===== src/rwgm_pkg.sv =====
package rwgm_pkg;

  localparam int QueueDepthDefault = 64;
  localparam int MaxGroupDefault   = 8;

  localparam logic [1:0] ACT_ADD    = 2'd0;
  localparam logic [1:0] ACT_REMOVE = 2'd1;
  localparam logic [1:0] ACT_MATCH  = 2'd2;
  localparam logic [1:0] ACT_CLEAR  = 2'd3;

  localparam logic [2:0] STS_ADDED     = 3'd0;
  localparam logic [2:0] STS_FULL      = 3'd1;
  localparam logic [2:0] STS_REMOVED   = 3'd2;
  localparam logic [2:0] STS_NOT_FOUND = 3'd3;
  localparam logic [2:0] STS_MEMBER    = 3'd4;
  localparam logic [2:0] STS_NO_MATCH  = 3'd5;
  localparam logic [2:0] STS_CLEARED   = 3'd6;

  localparam logic REG_MAX_DIFF   = 1'b0;
  localparam logic REG_GROUP_SIZE = 1'b1;

  typedef struct packed {
    logic [1:0]  action;
    logic [31:0] entry_id;
    logic [15:0] rating;
  } in_t;

  typedef struct packed {
    logic [2:0]  status;
    logic [31:0] member_id;
    logic [31:0] room_number;
    logic [6:0]  queue_count;
    logic        last;
  } out_t;

endpackage


===== src/rwgm_ram.sv =====
module rwgm_ram #(
  parameter int WIDTH = 48,
  parameter int DEPTH = 64
) (
  input  logic                     clk,
  input  logic                     we,
  input  logic [$clog2(DEPTH)-1:0] waddr,
  input  logic [WIDTH-1:0]         wdata,
  input  logic [$clog2(DEPTH)-1:0] raddr,
  output logic [WIDTH-1:0]         rdata
);
  logic [WIDTH-1:0] mem [DEPTH];

  always_ff @(posedge clk) begin
    if (we) begin
      mem[waddr] <= wdata;
    end
    rdata <= mem[raddr];
  end
endmodule


===== src/rating_window_group_matcher.sv =====
// Add, clear and a short-queue match answer in the cycle after the request;
// remove reads the whole queue and shifts the entries after the match down.
// A match scans the queue until the group is full (or answers no match), compacts
// the queue, then emits one member per cycle, staying busy until the last member.
// Synchronous reset empties the queue, zeroes the room counter and loads
// max_rating_diff = 100, group_size = 2. The receiver cannot stall results.
module rating_window_group_matcher #(
  parameter int QUEUE_DEPTH = rwgm_pkg::QueueDepthDefault,
  parameter int MAX_GROUP   = rwgm_pkg::MaxGroupDefault
) (
  input  logic          clk,
  input  logic          rst,
  input  logic          start,
  output logic          busy,
  input  rwgm_pkg::in_t req,
  output logic          done,
  output rwgm_pkg::out_t result,
  input  logic          wr_en,
  input  logic          wr_index,
  input  logic [15:0]   wr_data
);
  import rwgm_pkg::*;

  localparam int IW = $clog2(QUEUE_DEPTH);
  localparam int OW = IW + 1;
  localparam int CW = $clog2(MAX_GROUP + 1);

  localparam logic [2:0] S_IDLE    = 3'd0;
  localparam logic [2:0] S_SCAN    = 3'd1;
  localparam logic [2:0] S_COMPACT = 3'd2;
  localparam logic [2:0] S_REMOVE  = 3'd3;
  localparam logic [2:0] S_EMIT    = 3'd4;

  logic [2:0]    state;
  logic [15:0]   max_rating_diff;
  logic [3:0]    group_size;
  logic [OW-1:0] occ;
  logic [31:0]   room_counter;

  // Scan bookkeeping: read pointer, and the index of the data arriving now.
  logic [OW-1:0] rd_idx;
  logic          rd_vld;
  logic [IW-1:0] dat_idx;
  logic [IW-1:0] wptr;
  logic          found;
  logic [31:0]   req_id;

  // Selected group members, filled in selection order.
  logic [CW-1:0] sel_n;
  logic [15:0]   sel_rat [MAX_GROUP];
  logic [IW-1:0] sel_pos [MAX_GROUP];
  logic [31:0]   sel_id  [MAX_GROUP];
  logic [CW-1:0] emit_cnt;

  logic          ram_we;
  logic [IW-1:0] ram_waddr;
  logic [47:0]   ram_wdata;
  logic [47:0]   ram_rdata;
  logic [31:0]   dat_id;
  logic [15:0]   dat_rat;

  logic [CW-1:0] need;
  logic          issue;
  logic          fits;
  logic          is_sel;
  logic [6:0]    occ_out;
  logic [31:0]   occ_w;

  rwgm_ram #(.WIDTH(48), .DEPTH(QUEUE_DEPTH)) u_queue (
    .clk   (clk),
    .we    (ram_we),
    .waddr (ram_waddr),
    .wdata (ram_wdata),
    .raddr (rd_idx[IW-1:0]),
    .rdata (ram_rdata)
  );

  assign dat_id  = ram_rdata[47:16];
  assign dat_rat = ram_rdata[15:0];
  assign busy    = (state != S_IDLE);

  // Clamp group_size to 1..MAX_GROUP.
  always_comb begin
    if (group_size == 4'd0) begin
      need = CW'(1);
    end else if (32'(group_size) > 32'(MAX_GROUP)) begin
      need = CW'(MAX_GROUP);
    end else begin
      need = CW'(group_size);
    end
  end

  // Issue the next read while entries remain; stop the scan once the group is full.
  always_comb begin
    issue = (32'(rd_idx) < 32'(occ));
    if (state == S_SCAN && sel_n >= need) begin
      issue = 1'b0;
    end
  end

  // Candidate must sit inside the window of every member chosen so far.
  always_comb begin
    logic [16:0] d;
    fits = 1'b1;
    for (int j = 0; j < MAX_GROUP; j++) begin
      d = (sel_rat[j] > dat_rat) ? {1'b0, sel_rat[j]} - {1'b0, dat_rat}
                                 : {1'b0, dat_rat} - {1'b0, sel_rat[j]};
      if (CW'(j) < sel_n && d > {1'b0, max_rating_diff}) begin
        fits = 1'b0;
      end
    end
  end

  always_comb begin
    is_sel = 1'b0;
    for (int j = 0; j < MAX_GROUP; j++) begin
      if (CW'(j) < sel_n && sel_pos[j] == dat_idx) begin
        is_sel = 1'b1;
      end
    end
  end

  // Single RAM write port: append on add, shift down on remove, compact on match.
  always_comb begin
    ram_we    = 1'b0;
    ram_waddr = occ[IW-1:0];
    ram_wdata = {req.entry_id, req.rating};
    case (state)
      S_IDLE: begin
        ram_we = start && req.action == ACT_ADD && 32'(occ) < QUEUE_DEPTH;
      end
      S_REMOVE: begin
        ram_we    = rd_vld && found;
        ram_waddr = dat_idx - IW'(1);
        ram_wdata = ram_rdata;
      end
      S_COMPACT: begin
        ram_we    = rd_vld && !is_sel;
        ram_waddr = wptr;
        ram_wdata = ram_rdata;
      end
      default: ram_we = 1'b0;
    endcase
  end

  assign occ_w   = 32'(occ);
  assign occ_out = occ_w[6:0];

  always_ff @(posedge clk) begin
    if (rst) begin
      state           <= S_IDLE;
      max_rating_diff <= 16'd100;
      group_size      <= 4'd2;
      occ             <= '0;
      room_counter    <= '0;
      done            <= 1'b0;
      rd_vld          <= 1'b0;
      sel_n           <= '0;
    end else begin
      done <= 1'b0;

      if (wr_en) begin
        case (wr_index)
          REG_MAX_DIFF:   max_rating_diff <= wr_data;
          REG_GROUP_SIZE: group_size      <= wr_data[3:0];
          default:        max_rating_diff <= max_rating_diff;
        endcase
      end

      // Advance the read stream of whichever scan is running.
      if (state == S_SCAN || state == S_REMOVE || state == S_COMPACT) begin
        rd_vld  <= issue;
        dat_idx <= rd_idx[IW-1:0];
        if (issue) begin
          rd_idx <= rd_idx + OW'(1);
        end
      end

      case (state)
        S_IDLE: begin
          if (start) begin
            result.member_id   <= '0;
            result.room_number <= '0;
            result.last        <= 1'b1;
            rd_idx             <= '0;
            rd_vld             <= 1'b0;
            found              <= 1'b0;
            req_id             <= req.entry_id;
            sel_n              <= '0;
            case (req.action)
              ACT_ADD: begin
                done <= 1'b1;
                if (32'(occ) < QUEUE_DEPTH) begin
                  occ                <= occ + OW'(1);
                  result.status      <= STS_ADDED;
                  result.queue_count <= occ_out + 7'd1;
                end else begin
                  result.status      <= STS_FULL;
                  result.queue_count <= occ_out;
                end
              end
              ACT_REMOVE: state <= S_REMOVE;
              ACT_MATCH: begin
                if (32'(occ) < 32'(need)) begin
                  done               <= 1'b1;
                  result.status      <= STS_NO_MATCH;
                  result.queue_count <= occ_out;
                end else begin
                  state <= S_SCAN;
                end
              end
              ACT_CLEAR: begin
                done               <= 1'b1;
                occ                <= '0;
                result.status      <= STS_CLEARED;
                result.queue_count <= 7'd0;
              end
              default: state <= S_IDLE;
            endcase
          end
        end

        S_REMOVE: begin
          if (rd_vld && !found && dat_id == req_id) begin
            found <= 1'b1;
          end
          if (!rd_vld && !issue) begin
            done          <= 1'b1;
            state         <= S_IDLE;
            result.status <= found ? STS_REMOVED : STS_NOT_FOUND;
            if (found) begin
              occ                <= occ - OW'(1);
              result.queue_count <= occ_out - 7'd1;
            end else begin
              result.queue_count <= occ_out;
            end
          end
        end

        S_SCAN: begin
          // Take the candidate into the group; drop data read past a full group.
          if (rd_vld && sel_n < need && fits) begin
            for (int j = 0; j < MAX_GROUP; j++) begin
              if (CW'(j) == sel_n) begin
                sel_rat[j] <= dat_rat;
                sel_pos[j] <= dat_idx;
                sel_id[j]  <= dat_id;
              end
            end
            sel_n <= sel_n + CW'(1);
          end
          if (!rd_vld && !issue) begin
            if (sel_n >= need) begin
              state  <= S_COMPACT;
              rd_idx <= '0;
              wptr   <= '0;
            end else begin
              done               <= 1'b1;
              state              <= S_IDLE;
              result.status      <= STS_NO_MATCH;
              result.queue_count <= occ_out;
            end
          end
        end

        S_COMPACT: begin
          if (rd_vld && !is_sel) begin
            wptr <= wptr + IW'(1);
          end
          if (!rd_vld && !issue) begin
            occ      <= occ - OW'(sel_n);
            emit_cnt <= '0;
            state    <= S_EMIT;
          end
        end

        S_EMIT: begin
          // One member per cycle; shift the id line toward the output.
          done               <= 1'b1;
          result.status      <= STS_MEMBER;
          result.member_id   <= sel_id[0];
          result.room_number <= room_counter;
          result.queue_count <= occ_out;
          result.last        <= (emit_cnt == sel_n - CW'(1));
          for (int j = 0; j < MAX_GROUP - 1; j++) begin
            sel_id[j] <= sel_id[j+1];
          end
          emit_cnt <= emit_cnt + CW'(1);
          if (emit_cnt == sel_n - CW'(1)) begin
            room_counter <= room_counter + 32'd1;
            state        <= S_IDLE;
          end
        end

        default: state <= S_IDLE;
      endcase
    end
  end

`ifndef SYNTHESIS
  a_occ_bound: assert property (@(posedge clk) disable iff (rst)
    32'(occ) <= QUEUE_DEPTH)
    else $error("occupancy above queue depth");

  a_emit_member: assert property (@(posedge clk) disable iff (rst)
    state == S_EMIT |=> done && result.status == STS_MEMBER)
    else $error("emit cycle without member result");

  a_group_bound: assert property (@(posedge clk) disable iff (rst)
    state != S_IDLE |-> sel_n <= need)
    else $error("group grew past its size");

  a_idle_busy: assert property (@(posedge clk) disable iff (rst)
    (start && !busy && req.action == ACT_ADD) |=> !busy && done)
    else $error("add did not answer in one cycle");
`endif
endmodule


===== config.mk =====
export PLATFORM = sky130hd
export DESIGN_NAME = rating_window_group_matcher
export DESIGN_NICKNAME = d
export VERILOG_FILES = /design/src/rwgm_pkg.sv /design/src/rwgm_ram.sv /design/src/rating_window_group_matcher.sv
export SDC_FILE = /design/constraint.sdc
export NUM_CORES = 2
export LEC_CHECK = 0
export ABC_AREA = 0
export BUFFER_PORTS_ARGS = -buffer_cell sky130_fd_sc_hd__buf_2
export CAP_MARGIN = 10
export CORE_MARGIN = 4
export CORE_UTILIZATION = 60
export CTS_CLUSTER_DIAMETER = 200
export CTS_CLUSTER_SIZE = 28
export DETAILED_ROUTE_END_ITERATION = 10
export GPL_ROUTABILITY_DRIVEN = 0
export GPL_TIMING_DRIVEN = 0
export PLACE_DENSITY = 0.76
export SETUP_SLACK_MARGIN = 0.3
export SYNTH_ARGS = -nofsm -noshare
export SYNTH_HDL_FRONTEND = slang
export SYNTH_SLANG_ARGS = --single-unit

===== constraint.sdc =====
create_clock -name clk -period 11.3 [get_ports clk]
set_clock_uncertainty 0.15 [all_clocks]
set_input_delay 0.565 -clock clk [delete_from_list [all_inputs] [get_ports clk]]
set_output_delay 0.565 -clock clk [all_outputs]
set_load 0.02 [all_outputs]

==> results by group <==
Synth
  – Cells after Synth: slightly below 9000
  – Synth Net Count: 9247
  – Yosys reg bits: 3751
  – Async SR Flop Fraction: 0%
  – Synth cell types: 85
  – Avg Inst Size Synth: 18.3 um2
  – Most used DFF post-synth: edfxtp_1
  – Yosys top cell area share: 68.3%
  – Sequential fraction of the synthesis area: 69.7%
  – Yosys warnings: 0
  – Largest area contributor in the netlist: edfxtp_1
  – Top post-synthesis cells by area: edfxtp_1 (68%), mux4_2 (14%), ha_1 (3.3%)
  – Area of the mapped netlist: between 150000 and 200000 um2
  – Number of synthesized flops with an enable pin: 3635

STA
  – RSZ-0062 raised after global routing: false
  – # setup viols final: 0
  – FMAX: 92.4 MHz
  – Final hold vios: 0
  – Worst Tran Pin Value: about 1.4 ns
  – Final WS setup: 0.472 ns
  – Min Tclk post-route: 10.83 ns
  – Final period util: 95.8%
  – Slew headroom: 7.56%
  – Setup_tns: 0 ns
  – Final Max Slew Viols: 0

Global route
  – Total track usage: 32.4%
  – Antenna violations before repair: 32
  – Vias in the first global route: 88182
  – Largest net degree at the start of global routing: between 60 and 70
  – Remaining global-route overflow: 0
  – First-pass GRT wire length: 633000 um

Layout
  – Finished Core Util: 66.0%
  – Final Cell Area: around 180000 um2
  – Area Growth Syn to Fin: 9.52%
  – Layout cells sized above 1: 19.1%
  – Nets: 9817
  – Commonest non-fill, non-tap cell in the layout: edfxtp_1
  – Fillers: around 17000
  – Commonest non-fill, non-tap cells in the layout: edfxtp_1 (3635), mux4_2 (973), nand2_1 (436)

Place
  – Post-DP Area: 170000 um2
  – PortBufs: about 150
  – DP Wirelength: 295000 um
  – Pre-CTS WS: 0.182 ns

Hold path
  – HP Class: input pin to register

Drt
  – Vias post-DR: ~90000
  – ANT nets after route: 0
  – Routed WL: 444000 um
  – Drt drc: 0
  – DRT Pass-1 Iters: 10
  – Routed len/inst: 34.4 um
  – Vias per cell: 6.95
  – DRT iter0 DRCs: 14042

Clock network
  – CTS tree: yes
  – CTS Buf Count: 159
  – Worst skew pair latency: 0.94 ns
  – H-tree levels: 4
  – Root Buffer Master: clkbuf_16
  – Clk buf depth: 4
  – Clk sink count: 3751
  – Clock slew at reported path FFs: 0.10 ns

Pwr
  – Final Power: 35.4 mW
  – Static Leakage: 57.0 nW
  – Maximum VDD drop: approximately 0.2 mV
  – Pwr Density: 202 nW/um2

Critical path
  – CP Data Required Time: 11.70 ns
  – Setup crit end kind: register
  – Crit Path Max Fanout: 32
  – Critical path class: register to register
  – Reg2reg setup slack: 0.47 ns
  – Element type at the critical path start: register
  – Worst path arrival time: ~11 ns

Status
  – Status: finished clean

Floorplanning
  – Rows: ~190
  – Die area: 275000 um2
  – Initial core utilization: 60.3%
  – Core Box Area: 265000 um2
  – Die W: between 500 and 600 um
  – Ports: around 150
  – Die Height: roughly 520 um

Job
  – Max-cap viol count: 0
what timing repair did:
item,in CTS,in global routing
hold buffers,55,0
endpoints found under the setup margin,182,230
cloned,0,0
hold endpoints to repair,63,0
resized for setup,6,8
setup buffers,0,0
power breakdown:
| group | internal (mW) | switching, mW | leakage [nW] |
|---|---|---|---|
| Sequential | 16.7 | 0.374 | 33.7 |
| Clock | 2.64 | 4.10 | 2.06 |
| Combinational | 4.26 | 7.29 | 21.2 |
| Total | 23.6 | 11.8 | 57.0 |
area by class of cell:
| class | instances | area (um2) | area share, % |
|---|---|---|---|
| Antenna cell | 12 | 30.0 | 0.0172 |
| Buffer | 473 | 1930 | 1.10 |
| Tap cell | 3533 | 4420 | 2.53 |
| Timing Repair Buffer | 409 | 5700 | 3.25 |
| Sequential cell | 3751 | 111000 | 63.7 |
| Inverter | 249 | 935 | 0.534 |
| Clock buffer | 217 | 4200 | 2.40 |
| Multi-Input combinational cell | 4269 | 46300 | 26.4 |
| Clock inverter | 7 | 76.3 | 0.0436 |
routing by layer:
| layer | global-route usage [%] | wire length, um | up-vias |
|---|---|---|---|
| met3 | 8.50 | 54100 | 1393 |
| met4 | 16.0 | 27400 | 30 |
| met2 | 51.2 | 210000 | 6734 |
| li1 | - | - | 35973 |
| met1 | 42.3 | 152000 | 45625 |
| met5 | 0.260 | 200 | - |
cells in the mapped netlist, types with 79 or more instances:
master	count
edfxtp_1	3635
mux4_2	973
nand2_1	468
ha_1	417
clkbuf_1	331
a21oi_1	319
nor2_1	308
inv_1	248
o21ai_0	219
a21o_1	139
mux2_1	128
xnor2_1	127
dfxtp_1	116
xor2_1	114
mux2i_1	112
buf_1	95
and3_1	90
mux2_2	81
nor2b_1	81
nand3_1	79
flip-flops by register name, indices dropped and copies added (netlist names), 7 cells and up:
signal	flops
u_queue.mem	3072
u_queue.rdata	48
req_id	32
room_counter	32
result	75
rd_idx	7
occ	7
max_rating_diff	16
sel_pos	48
sel_rat	128
sel_id	256
path summary, 6_finish.rpt:
kind | start | to | depth (start not counted)
setup / recovery | u_queue.rdata[9] | sel_id[1][15] | 24
hold reg to reg | max_rating_diff[3] | max_rating_diff[3] | 2
setup reg to reg | u_queue.rdata[9] | sel_id[1][15] | 24
hold / removal | req[13] | u_queue.mem[60][13] | 3
through the flow:
stage / hold slack [ns] / cells
2_1_floorplan: 0.286 / 8742
3_3_place_gp: 0.294 / 12421
3_5_place_dp: 0.304 / 12615
4_1_cts: 0.0595 / 12894
5_1_grt: 0.0922 / 12911
6_report: 0.0998 / 12920
cells by family (layout without fill, tap and decap cells):
logic type | Yosys count | in the layout | share of synthesized area, %
other | 0 | 12 | 0
multiplexers | 1294 | 1294 | 15.9
adder cells (fa/ha/maj) | 434 | 434 | 3.48
XOR/XNOR | 241 | 241 | 1.32
flip-flops | 3751 | 3751 | 69.7
buffers and inverters | 722 | 1355 | 1.78
AND/OR/NAND/NOR | 1303 | 1303 | 3.84
AO/OA/AOI/OAI | 997 | 997 | 3.95
critical path, cell delays in order, from the launching register on:
cell and delay (ns):
dfxtp_1 1.19, inv_1 0.86, ha_1 0.55, clkbuf_1 0.33, nand4_1 0.17, or4b_2 0.67
nand2_1 0.26, buf_1 0.54, clkbuf_1 0.55, o21ai_0 0.23, xnor2_1 0.23, ha_1 0.30
nand3_1 0.10, o21bai_1 0.11, a31oi_1 0.09, o21a_1 0.17, o41ai_1 0.75, nor4bb_1 0.51
nand4b_1 0.21, a311o_1 0.34, a2111oi_4 0.65, a21oi_2 0.31, buf_2 0.33, clkbuf_1 0.30
a21o_2 0.50
Power figures use the tool's default switching activity.
